File: src/hw/rtl/assert_macros.svh
// Assertion macros shared by the scheduler RTL.
`ifndef ASSERT_MACROS_SVH
`define ASSERT_MACROS_SVH

// Check a property at every rising clock edge outside reset.
`define RRS_ASSERT(name, clk, rst_n, prop) \
  name: assert property (@(posedge clk) disable iff (!(rst_n)) (prop)) \
    else $error("assertion failed");

// Check that a condition never holds outside reset.
`define RRS_ASSERT_NEVER(name, clk, rst_n, cond) \
  `RRS_ASSERT(name, clk, rst_n, !(cond))

`endif

File: src/hw/rtl/rrs_pkg.sv
// Shared constants and types of the round robin task scheduler.
package rrs_pkg;

  localparam int unsigned MAX_TASKS = 16;
  localparam int unsigned IDX_W = $clog2(MAX_TASKS);
  localparam int unsigned CNT_W = $clog2(MAX_TASKS + 1);
  localparam logic [31:0] MIN_STACK_BYTES = 32'd20;

  // Broadcast control from the sequencer to every slot cell.
  typedef struct packed {
    logic             create;
    logic             delay;
    logic             tick;
    logic             save;
    logic             scan_load;
    logic             scan_run;
    logic [IDX_W-1:0] sel_idx;
    logic [IDX_W-1:0] first_idx;
    logic [31:0]      sp;
    logic [31:0]      ticks;
  } cell_ctl_t;

endpackage

File: src/hw/rtl/rrs_cell.sv
// One task slot: state, sleep count, saved stack pointer and scan token.
module rrs_cell (
  input  logic                    clk_i,
  input  logic                    rst_ni,
  input  logic [rrs_pkg::IDX_W-1:0] cell_idx_i,
  input  logic                    used_i,
  input  rrs_pkg::cell_ctl_t      ctl_i,
  input  logic                    tok_i,
  output logic                    tok_o,
  output logic                    hit_o,
  output logic [31:0]             sp_o
);

  localparam logic [1:0] SLOT_READY   = 2'd0;
  localparam logic [1:0] SLOT_RUNNING = 2'd1;
  localparam logic [1:0] SLOT_SLEEP   = 2'd2;

  logic [1:0]  state_q, state_d;
  logic [31:0] sleep_q, sleep_d;
  logic [31:0] sp_q, sp_d;
  logic        tok_q, tok_d;
  logic        sel;

  // Only an occupied slot may claim the token
  assign sel   = (cell_idx_i == ctl_i.sel_idx);
  assign hit_o = ctl_i.scan_run & tok_q & used_i & (state_q == SLOT_READY);
  assign tok_o = tok_q;
  assign sp_o  = sp_q;

  // Load the token at the first candidate, then pass it on while scanning
  always_comb begin
    if (ctl_i.scan_load) begin
      tok_d = (cell_idx_i == ctl_i.first_idx);
    end else if (ctl_i.scan_run) begin
      tok_d = tok_i;
    end else begin
      tok_d = 1'b0;
    end
  end

  // Update the slot on addressed ops, ticks while asleep and token claims
  always_comb begin
    state_d = state_q;
    sleep_d = sleep_q;
    sp_d    = sp_q;
    if (ctl_i.create && sel) begin
      state_d = SLOT_READY;
      sleep_d = 32'd0;
      sp_d    = ctl_i.sp;
    end
    if (ctl_i.delay && sel) begin
      state_d = SLOT_SLEEP;
      sleep_d = ctl_i.ticks;
    end
    if (ctl_i.tick && used_i && (state_q == SLOT_SLEEP)) begin
      if (sleep_q <= 32'd1) begin
        sleep_d = 32'd0;
        state_d = SLOT_READY;
      end else begin
        sleep_d = sleep_q - 32'd1;
      end
    end
    if (ctl_i.save && sel) begin
      sp_d = ctl_i.sp;
      if (state_q == SLOT_RUNNING) begin
        state_d = SLOT_READY;
      end
    end
    if (hit_o) begin
      state_d = SLOT_RUNNING;
    end
  end

  always_ff @(posedge clk_i or negedge rst_ni) begin
    if (!rst_ni) begin
      tok_q <= 1'b0;
    end else begin
      tok_q <= tok_d;
    end
  end

  // Slot contents are defined once the slot is created
  always_ff @(posedge clk_i) begin
    state_q <= state_d;
    sleep_q <= sleep_d;
    sp_q    <= sp_d;
  end

endmodule

File: src/hw/rtl/rrs_ctrl.sv
// Scheduler sequencer: opcode decode, scan control, mode and result registers.
`include "assert_macros.svh"

module rrs_ctrl (
  input  logic                      clk_i,
  input  logic                      rst_ni,
  input  logic                      start_i,
  output logic                      busy_o,
  input  logic [1:0]                opcode_i,
  input  logic [31:0]               new_task_sp_i,
  input  logic [31:0]               stack_bytes_i,
  input  logic [31:0]               delay_ticks_i,
  input  logic [31:0]               current_sp_i,
  input  logic                      cfg_we_i,
  input  logic [31:0]               cfg_wdata_i,
  input  logic                      hit_any_i,
  input  logic [31:0]               hit_sp_i,
  output logic [rrs_pkg::CNT_W-1:0] slots_used_o,
  output rrs_pkg::cell_ctl_t        ctl_o,
  output logic                      done_o,
  output logic                      status_o,
  output logic [31:0]               next_sp_o,
  output logic                      switch_request_o,
  output logic [3:0]                active_slot_o,
  output logic                      idle_active_o
);

  localparam int unsigned IW = rrs_pkg::IDX_W;
  localparam int unsigned CW = rrs_pkg::CNT_W;

  localparam logic [1:0] OP_CREATE = 2'd0;
  localparam logic [1:0] OP_DELAY  = 2'd1;
  localparam logic [1:0] OP_TICK   = 2'd2;
  localparam logic [1:0] OP_SWITCH = 2'd3;

  localparam logic [1:0] MODE_INIT = 2'd0;
  localparam logic [1:0] MODE_TASK = 2'd1;
  localparam logic [1:0] MODE_IDLE = 2'd2;

  localparam logic ST_IDLE = 1'b0;
  localparam logic ST_SCAN = 1'b1;

  logic          state_q, state_d;
  logic [CW-1:0] used_q, used_d;
  logic [IW-1:0] run_q, run_d;
  logic [1:0]    mode_q, mode_d;
  logic [31:0]   idle_sp_q, idle_sp_d;
  logic [IW-1:0] scan_idx_q, scan_idx_d;
  logic [IW-1:0] cnt_q, cnt_d;
  logic          done_q, done_d;
  logic          status_q, status_d;
  logic [31:0]   next_q, next_d;
  logic          req_q, req_d;

  logic          accept;
  logic          run_valid;
  logic          create_bad;
  logic [CW-1:0] start_pos;
  logic [CW-1:0] base_pos;
  logic [CW-1:0] base_inc;
  logic [IW-1:0] first_idx;
  logic [CW-1:0] scan_inc;
  logic          scan_last;

  assign busy_o           = (state_q == ST_SCAN);
  assign accept           = start_i && !busy_o;
  assign slots_used_o     = used_q;
  assign done_o           = done_q;
  assign status_o         = status_q;
  assign next_sp_o        = next_q;
  assign switch_request_o = req_q;
  assign active_slot_o    = 4'(run_q);
  assign idle_active_o    = (mode_q == MODE_IDLE);

  assign run_valid  = (CW'(run_q) < used_q);
  assign create_bad = (used_q >= CW'(rrs_pkg::MAX_TASKS)) ||
                      (stack_bytes_i < rrs_pkg::MIN_STACK_BYTES) ||
                      (stack_bytes_i[1:0] != 2'b00);

  // Find the first candidate slot after the search start, circularly
  always_comb begin
    if (mode_q == MODE_INIT) begin
      start_pos = (used_q == '0) ? '0 : used_q - CW'(1);
    end else begin
      start_pos = CW'(run_q);
    end
    if ((used_q == '0) || (start_pos >= used_q)) begin
      base_pos = (used_q == '0) ? '0 : used_q - CW'(1);
    end else begin
      base_pos = start_pos;
    end
    base_inc  = base_pos + CW'(1);
    first_idx = (base_inc >= used_q) ? '0 : base_inc[IW-1:0];
  end

  assign scan_inc  = CW'(scan_idx_q) + CW'(1);
  assign scan_last = (used_q == '0) || ((CW'(cnt_q) + CW'(1)) >= used_q);

  // Decode the accepted opcode and step the scan
  always_comb begin
    state_d    = state_q;
    used_d     = used_q;
    run_d      = run_q;
    mode_d     = mode_q;
    idle_sp_d  = idle_sp_q;
    scan_idx_d = scan_idx_q;
    cnt_d      = cnt_q;
    done_d     = 1'b0;
    status_d   = status_q;
    next_d     = next_q;
    req_d      = req_q;
    ctl_o      = '0;
    ctl_o.first_idx = first_idx;
    ctl_o.ticks     = delay_ticks_i;

    if (cfg_we_i && (mode_q == MODE_INIT)) begin
      idle_sp_d = cfg_wdata_i;
    end

    case (state_q)
      ST_IDLE: begin
        if (accept) begin
          status_d = 1'b0;
          next_d   = 32'd0;
          req_d    = 1'b0;
          case (opcode_i)
            OP_CREATE: begin
              done_d = 1'b1;
              if (create_bad) begin
                status_d = 1'b1;
              end else begin
                ctl_o.create  = 1'b1;
                ctl_o.sel_idx = used_q[IW-1:0];
                ctl_o.sp      = new_task_sp_i;
                used_d        = used_q + CW'(1);
              end
            end
            OP_DELAY: begin
              done_d        = 1'b1;
              ctl_o.sel_idx = run_q;
              if ((delay_ticks_i != 32'd0) && (mode_q == MODE_TASK) && run_valid) begin
                ctl_o.delay = 1'b1;
                req_d       = 1'b1;
              end
            end
            OP_TICK: begin
              done_d     = 1'b1;
              ctl_o.tick = 1'b1;
              req_d      = 1'b1;
            end
            OP_SWITCH: begin
              ctl_o.sel_idx   = run_q;
              ctl_o.sp        = current_sp_i;
              ctl_o.scan_load = 1'b1;
              if ((mode_q == MODE_TASK) && run_valid) begin
                ctl_o.save = 1'b1;
              end
              if (mode_q == MODE_IDLE) begin
                idle_sp_d = current_sp_i;
              end
              scan_idx_d = first_idx;
              cnt_d      = '0;
              state_d    = ST_SCAN;
            end
            default: begin
              done_d = 1'b1;
            end
          endcase
        end
      end
      ST_SCAN: begin
        ctl_o.scan_run = 1'b1;
        if (hit_any_i) begin
          run_d   = scan_idx_q;
          mode_d  = MODE_TASK;
          next_d  = hit_sp_i;
          done_d  = 1'b1;
          state_d = ST_IDLE;
        end else if (scan_last) begin
          mode_d  = MODE_IDLE;
          next_d  = idle_sp_q;
          done_d  = 1'b1;
          state_d = ST_IDLE;
        end else begin
          cnt_d      = cnt_q + IW'(1);
          scan_idx_d = (scan_inc >= used_q) ? '0 : scan_inc[IW-1:0];
        end
      end
      default: begin
        state_d = ST_IDLE;
      end
    endcase
  end

  always_ff @(posedge clk_i or negedge rst_ni) begin
    if (!rst_ni) begin
      state_q   <= ST_IDLE;
      used_q    <= '0;
      run_q     <= '0;
      mode_q    <= MODE_INIT;
      idle_sp_q <= 32'd0;
      done_q    <= 1'b0;
    end else begin
      state_q   <= state_d;
      used_q    <= used_d;
      run_q     <= run_d;
      mode_q    <= mode_d;
      idle_sp_q <= idle_sp_d;
      done_q    <= done_d;
    end
  end

  // Scan position and result payload
  always_ff @(posedge clk_i) begin
    scan_idx_q <= scan_idx_d;
    cnt_q      <= cnt_d;
    status_q   <= status_d;
    next_q     <= next_d;
    req_q      <= req_d;
  end

  `RRS_ASSERT(a_task_slot_in_range, clk_i, rst_ni, (mode_q == MODE_TASK) |-> run_valid)
  `RRS_ASSERT(a_used_stable_in_scan, clk_i, rst_ni, (state_q == ST_SCAN) |=> $stable(used_q))
  `RRS_ASSERT(a_scan_count_bounded, clk_i, rst_ni, ((state_q == ST_SCAN) && (used_q != '0)) |-> (CW'(cnt_q) < used_q))

endmodule

File: src/hw/rtl/round_robin_task_scheduler.sv
// Top level of the round robin task scheduler: register port, slot chain, sequencer.
//
// Usage: pulse start_i with opcode_i and the operand ports while busy_o is low;
// the item is transferred at that edge. Opcodes: create a slot, delay the running
// task, tick the sleepers, switch context. The result (status_o, next_sp_o,
// switch_request_o, active_slot_o, idle_active_o) is valid for exactly one cycle
// while done_o is high; the receiver has no way to hold it off.
// For create, delay and tick, done_o rises the cycle after the transfer, and a
// new item may be started in that same cycle.
// Switch saves the current stack pointer (not on the first switch after reset),
// then a scan token walks the chain of slot cells one cell per cycle; it stops at
// the first ready slot, or selects the idle context once every occupied slot has
// been passed. busy_o stays high during the scan.
// idle_initial_sp sits at byte address 0 of the APB port; write it only while the
// block is idle. Before the first switch a write also seeds the idle context.
// Reset empties the slot table, selects slot 0 and puts the scheduler in its
// start-up mode with the idle stack pointer at zero; no clearing pass is needed.
`include "assert_macros.svh"

module round_robin_task_scheduler (
  input  logic        clk_i,
  input  logic        rst_ni,
  input  logic        start_i,
  output logic        busy_o,
  input  logic [1:0]  opcode_i,
  input  logic [31:0] new_task_sp_i,
  input  logic [31:0] stack_bytes_i,
  input  logic [31:0] delay_ticks_i,
  input  logic [31:0] current_sp_i,
  output logic        done_o,
  output logic        status_o,
  output logic [31:0] next_sp_o,
  output logic        switch_request_o,
  output logic [3:0]  active_slot_o,
  output logic        idle_active_o,
  input  logic        psel,
  input  logic        penable,
  input  logic        pwrite,
  input  logic [2:0]  paddr,
  input  logic [31:0] pwdata,
  output logic [31:0] prdata,
  output logic        pready
);

  localparam int unsigned N  = rrs_pkg::MAX_TASKS;
  localparam int unsigned IW = rrs_pkg::IDX_W;
  localparam int unsigned CW = rrs_pkg::CNT_W;
  localparam logic REG_IDLE_SP = 1'b0;

  logic [31:0]        idle_init_q, idle_init_d;
  logic               cfg_we;
  logic [CW-1:0]      slots_used;
  rrs_pkg::cell_ctl_t ctl;
  logic [N-1:0]       tok_out;
  logic [N-1:0]       tok_in;
  logic [N-1:0]       hit;
  logic [N-1:0]       used;
  logic [N-1:0]       last;
  logic [31:0]        sp [N];
  logic [31:0]        hit_sp;

  // Register port: writes complete in the access cycle
  assign pready = 1'b1;
  assign cfg_we = psel && penable && pwrite && pready && (paddr[2] == REG_IDLE_SP);
  assign prdata = (paddr[2] == REG_IDLE_SP) ? idle_init_q : 32'd0;
  assign idle_init_d = cfg_we ? pwdata : idle_init_q;

  always_ff @(posedge clk_i or negedge rst_ni) begin
    if (!rst_ni) begin
      idle_init_q <= 32'd0;
    end else begin
      idle_init_q <= idle_init_d;
    end
  end

  // Route the token around the occupied part of the chain
  always_comb begin
    for (int i = 0; i < N; i++) begin
      used[i] = (CW'(i) < slots_used);
      last[i] = ((CW'(i) + CW'(1)) == slots_used);
    end
    tok_in[0] = |(tok_out & last);
    for (int i = 1; i < N; i++) begin
      tok_in[i] = tok_out[i-1] & !last[i-1];
    end
  end

  // Select the stack pointer of the claiming cell
  always_comb begin
    hit_sp = 32'd0;
    for (int i = 0; i < N; i++) begin
      hit_sp = hit_sp | (sp[i] & {32{hit[i]}});
    end
  end

  for (genvar g = 0; g < N; g++) begin : g_cell
    rrs_cell u_cell (
      .clk_i      (clk_i),
      .rst_ni     (rst_ni),
      .cell_idx_i (IW'(g)),
      .used_i     (used[g]),
      .ctl_i      (ctl),
      .tok_i      (tok_in[g]),
      .tok_o      (tok_out[g]),
      .hit_o      (hit[g]),
      .sp_o       (sp[g])
    );
  end

  rrs_ctrl u_ctrl (
    .clk_i            (clk_i),
    .rst_ni           (rst_ni),
    .start_i          (start_i),
    .busy_o           (busy_o),
    .opcode_i         (opcode_i),
    .new_task_sp_i    (new_task_sp_i),
    .stack_bytes_i    (stack_bytes_i),
    .delay_ticks_i    (delay_ticks_i),
    .current_sp_i     (current_sp_i),
    .cfg_we_i         (cfg_we),
    .cfg_wdata_i      (pwdata),
    .hit_any_i        (|hit),
    .hit_sp_i         (hit_sp),
    .slots_used_o     (slots_used),
    .ctl_o            (ctl),
    .done_o           (done_o),
    .status_o         (status_o),
    .next_sp_o        (next_sp_o),
    .switch_request_o (switch_request_o),
    .active_slot_o    (active_slot_o),
    .idle_active_o    (idle_active_o)
  );

  `RRS_ASSERT(a_single_token, clk_i, rst_ni, $onehot0(tok_out))
  `RRS_ASSERT(a_hit_only_in_scan, clk_i, rst_ni, (|hit) |-> busy_o)

endmodule

File: config.mk
export PLATFORM = sky130hd
export DESIGN_NAME = round_robin_task_scheduler
export DESIGN_NICKNAME = d
export VERILOG_FILES = /design/src/hw/rtl/rrs_pkg.sv /design/src/hw/rtl/rrs_cell.sv /design/src/hw/rtl/rrs_ctrl.sv /design/src/hw/rtl/round_robin_task_scheduler.sv
export VERILOG_INCLUDE_DIRS = /design/src /design/src/hw/rtl
export SDC_FILE = /design/constraint.sdc
export NUM_CORES = 2
export LEC_CHECK = 0
export BUFFER_PORTS_ARGS = -buffer_cell sky130_fd_sc_hd__buf_2
export CORE_MARGIN = 2
export CORE_UTILIZATION = 50
export DETAILED_ROUTE_END_ITERATION = 16
export PLACE_DENSITY = 0.7
export SKIP_CTS_REPAIR_TIMING = 1
export SLEW_MARGIN = 20
export SYNTH_ARGS = -nofsm -noshare
export SYNTH_HDL_FRONTEND = slang
export SYNTH_SLANG_ARGS = --single-unit
export TNS_END_PERCENT = 10
File: constraint.sdc
create_clock -name clk_i -period 7.41 [get_ports clk_i]
set_input_delay 1.1115 -clock clk_i [delete_from_list [all_inputs] [get_ports clk_i]]
set_output_delay 1.1115 -clock clk_i [all_outputs]
set_load 0.005 [all_outputs]
==> qor.yml <==
outcome:
  status: "finished clean"
floorplan:
  die_area_sq_um: 118000
  die_h_um: 344
  die_x_um: 344
  num_rows: 124
  initial_core_util_pct: 50.5
  io_pins: 245
  coreArea_sq_um: 115000
yosys:
  synth_top_family_by_area: "compound AO/OA/AOI/OAI gates"
  synth_top_cells_by_area: "edfxtp_1 (55%), xnor2_1 (4.8%), o2bb2ai_1 (4.6%)"
  synth_xor_area_share_pct: 7.03
  synth.top_cell.area_share_pct: 55.4
  synth_cell_types: 89
  ys_seq_elements: 1191
  ys.flop_type: "edfxtp_1"
  ys_async_sr_fraction_pct: 7.81
  synth_mux_area_share_pct: 1.43
  synth_simple_gate_area_share_pct: 13.3
  synth_top_area_cell: "edfxtp_1"
  synthAdderAreaFrac_pct: 1.45
  synth_compound_area_share_pct: 13.9
  synth_cells: 4799
  synth-edff-count: 1066
  synth.cell_area_sq_um: 57800
  ys_warn_count: 0
  syn_area_per_cell_sq_um: 12.0
  yosysSeqAreaShare_pct: 60.5
  synthesis.nets: 5037
placed_design:
  routabilityCongestion: 0.968
  hpwlAfterDp_um: 102000
  dp_cells: 6364
  portBuffers: 241
sta:
  finalSetupTns_ps: 0
  finalCritPeriodShare_pct: 83.6
  tightest_slew_ps: 1080
  finalMaxSlewViolations: 0
  finalSetupViolCount: 0
  hold_slack_ps: 341
  fin_skew_ps: 52.8
  rsz0062_at_grt: "no"
  hold_violations: 0
  max_slew_margin_pct: 25.8
  period_needed_ps: 6200
  fmax_ghz: 0.161
worst_setup_path:
  cp_max_fo: 18
  required_ps: 8030
  crit_arrival_ps: 6820
  path_common_cell: "ha_1"
  reg2reg_to: "g_cell[7].u_cell.tok_o"
  cp-end-kind: "flop"
  worst_path_max_delay_cell: "nor4b_2"
  start_kind: "flop"
  reg2reg_depth: 23
  crit_chain: "buf_4 > inv_1 > ha_1 > nor4b_2 > nor3_1 > a21oi_1 > ha_1 > nand2b_1 > a2111o_1 > a311o_1 > mux2_2 > inv_1 > ha_1 > nand2_1 > or2_2 > xnor2_1 > ha_1 > a21oi_1 > o31ai_1 > nor2_1 > nand3_1 > or3_1 > o22ai_1"
  worstSetupPathType: "reg -> reg"
  rr_startpoint: "u_ctrl.slots_used_o[1]"
  slowest_delay_ps: 630
  r2r_slack_ps: 1210
global_route:
  track_usage_pct: 28.2
  grt_pass1_vias: 39800
  grt_pass1_wl_um: 251000
  antenna_found_initial: 1
  grt.overflow.total: 0
  grt_max_degree: 65
pwr:
  irDropWorstVdd_uv: 225
  leakagePower_nw: 24.2
  powerDensity_nw_per_um2: 233
clocking:
  clkLatencyLatePin_ps: 730
  htreeDepth: 3
  cts_tree: "yes"
  cts_made_buffers: 118
  root_buffer: "clkbuf_16"
  cts.sinks: 1191
  cts_buffer_depth: 3
  path_clk_slew_ps: 70
drt:
  route.detailed.drc: 0
  ant_nets: 0
  avgViaCountPerCell: 6.37
  drt-pass1-iter-count: 10
  wl_um: 170000
  num_vias: 42000
  routedWlPerCell_um: 25.8
  drtIter0Drc: 4705
finish:
  final_cell_mix: "edfxtp_1 (1066), nand2_1 (565), xnor2_1 (317), o2bb2ai_1 (305), nor2_1 (279)"
  final_nets: 5213
  mostFrequentLayoutCell: "edfxtp_1"
  drive_gt1_share_pct: 13.3
  syn2layout_area_growth_pct: 12.3
  diodes: 0
  fin_cells: 6590
worst_hold_path:
  hold_class: "in -> async"
run:
  maxCapViolations: 0
[cell usage after synthesis, types with 17 or more instances]
cell type	instances
nor4_1	124
a22o_1	34
or3_1	47
a221oi_1	89
o2bb2ai_1	305
edfxtp_1	1066
o21ai_0	264
nand2_1	567
a41oi_1	29
a21oi_1	51
nand3b_1	20
nand3_1	68
clkbuf_1	248
or2_2	19
dfxtp_1	32
and3_1	18
xnor2_1	317
inv_1	55
or4_1	65
nand2b_1	36
xor2_1	147
mux2_2	38
o31ai_1	17
mux2i_1	34
dfrtp_1	93
buf_2	25
and2_1	19
nor3_1	182
ha_1	67
nor2_1	303
a21o_1	49
nor2b_1	50
nand4_1	21
buf_1	18
a222oi_1	66
a22oi_1	41
[logic make-up after synthesis]
| group | Yosys count |
|---|---|
| buf+inv | 351 |
| flops | 1191 |
| other cells | 1 |
| fa+ha+maj | 67 |
| mux | 76 |
| compound gates | 1067 |
| xor+xnor | 464 |
| simple gates | 1582 |
[worst max-delay path: cells and delay by family (launching register included)]
family,cells,cell delay [ps]
AO/OA/AOI/OAI,6,1580
XOR/XNOR,1,200
adder cells (fa/ha/maj),4,1130
buffers and inverters,3,480
flip-flops,1,360
multiplexers,1,340
AND/OR/NAND/NOR,8,2030
[through the flow]
step	power [mW]	instance area [sq um]	worst slack, ps	utilization (%)
after floorplan	8.52	57800	1700	-
after global placement	9.18	60900	1330	53.2
after detailed placement	9.20	60900	1340	53.2
after CTS	15.2	64800	1300	56.6
after global routing	15.5	64900	729	56.7
final	15.1	64900	1210	56.7
[area by class of cell]
class | count | area [sq um]
fillers | 9349 | 49600
flip-flops and latches | 1191 | 35000
multi-input cells | 3257 | 21800
clock buffers | 144 | 3090
repair buffers | 349 | 2080
well taps | 1512 | 1890
clock inverters | 79 | 828
inverters | 58 | 218
[per-layer routing]
layer / up-vias / routed length, um / GRT usage [%] / share of wire [%]
met5: - / 13 / 0 / 0.0076
met4: 2 / 9450 / 13.9 / 5.5
met3: 418 / 14900 / 3.79 / 8.7
met2: 2080 / 80200 / 45.8 / 47
met1: 20800 / 65700 / 37.3 / 39
li1: 18700 / - / - / -
[worst max-delay path by stage]
stage / slack, ps / to / startpoint
CTS: 1300 / g_cell[15].u_cell.tok_o / u_ctrl.slots_used_o[1]
global route: 730 / g_cell[7].u_cell.tok_o / u_ctrl.slots_used_o[1]
finish: 1210 / g_cell[7].u_cell.tok_o / u_ctrl.slots_used_o[1]
detailed placement: 1340 / g_cell[15].u_cell.tok_o / u_ctrl.slots_used_o[1]
global placement: 1330 / g_cell[15].u_cell.tok_o / u_ctrl.slots_used_o[0]
floorplan: 1700 / g_cell[7].u_cell.tok_o / u_ctrl.slots_used_o[1]
[state kept, by name, summed over array words and instances, names as in the netlist]
name and flops:
u_ctrl.busy_o 1, u_ctrl.done_o 1, u_ctrl.status_o 1, idle_init_q 32
u_ctrl.slots_used_o 5, u_ctrl.idle_sp_q 32, g_cell.u_cell.sp_o 512, u_ctrl.cnt_q 4
g_cell.u_cell.tok_o 16, u_ctrl.mode_q 2, u_ctrl.scan_idx_q 4, u_ctrl.next_sp_o 32
u_ctrl.active_slot_o 4, u_ctrl.switch_request_o 1, g_cell.u_cell.sleep_q 512, g_cell.u_cell.state_q 32
[power by group]
group | internal (mW) | leakage [nW] | switching, mW
Combinational | 0.461 | 10.1 | 0.870
Sequential | 7.53 | 12.1 | 0.227
Clock | 3.38 | 1.89 | 2.67
No activity file was read; power rests on OpenSTA's default activity.
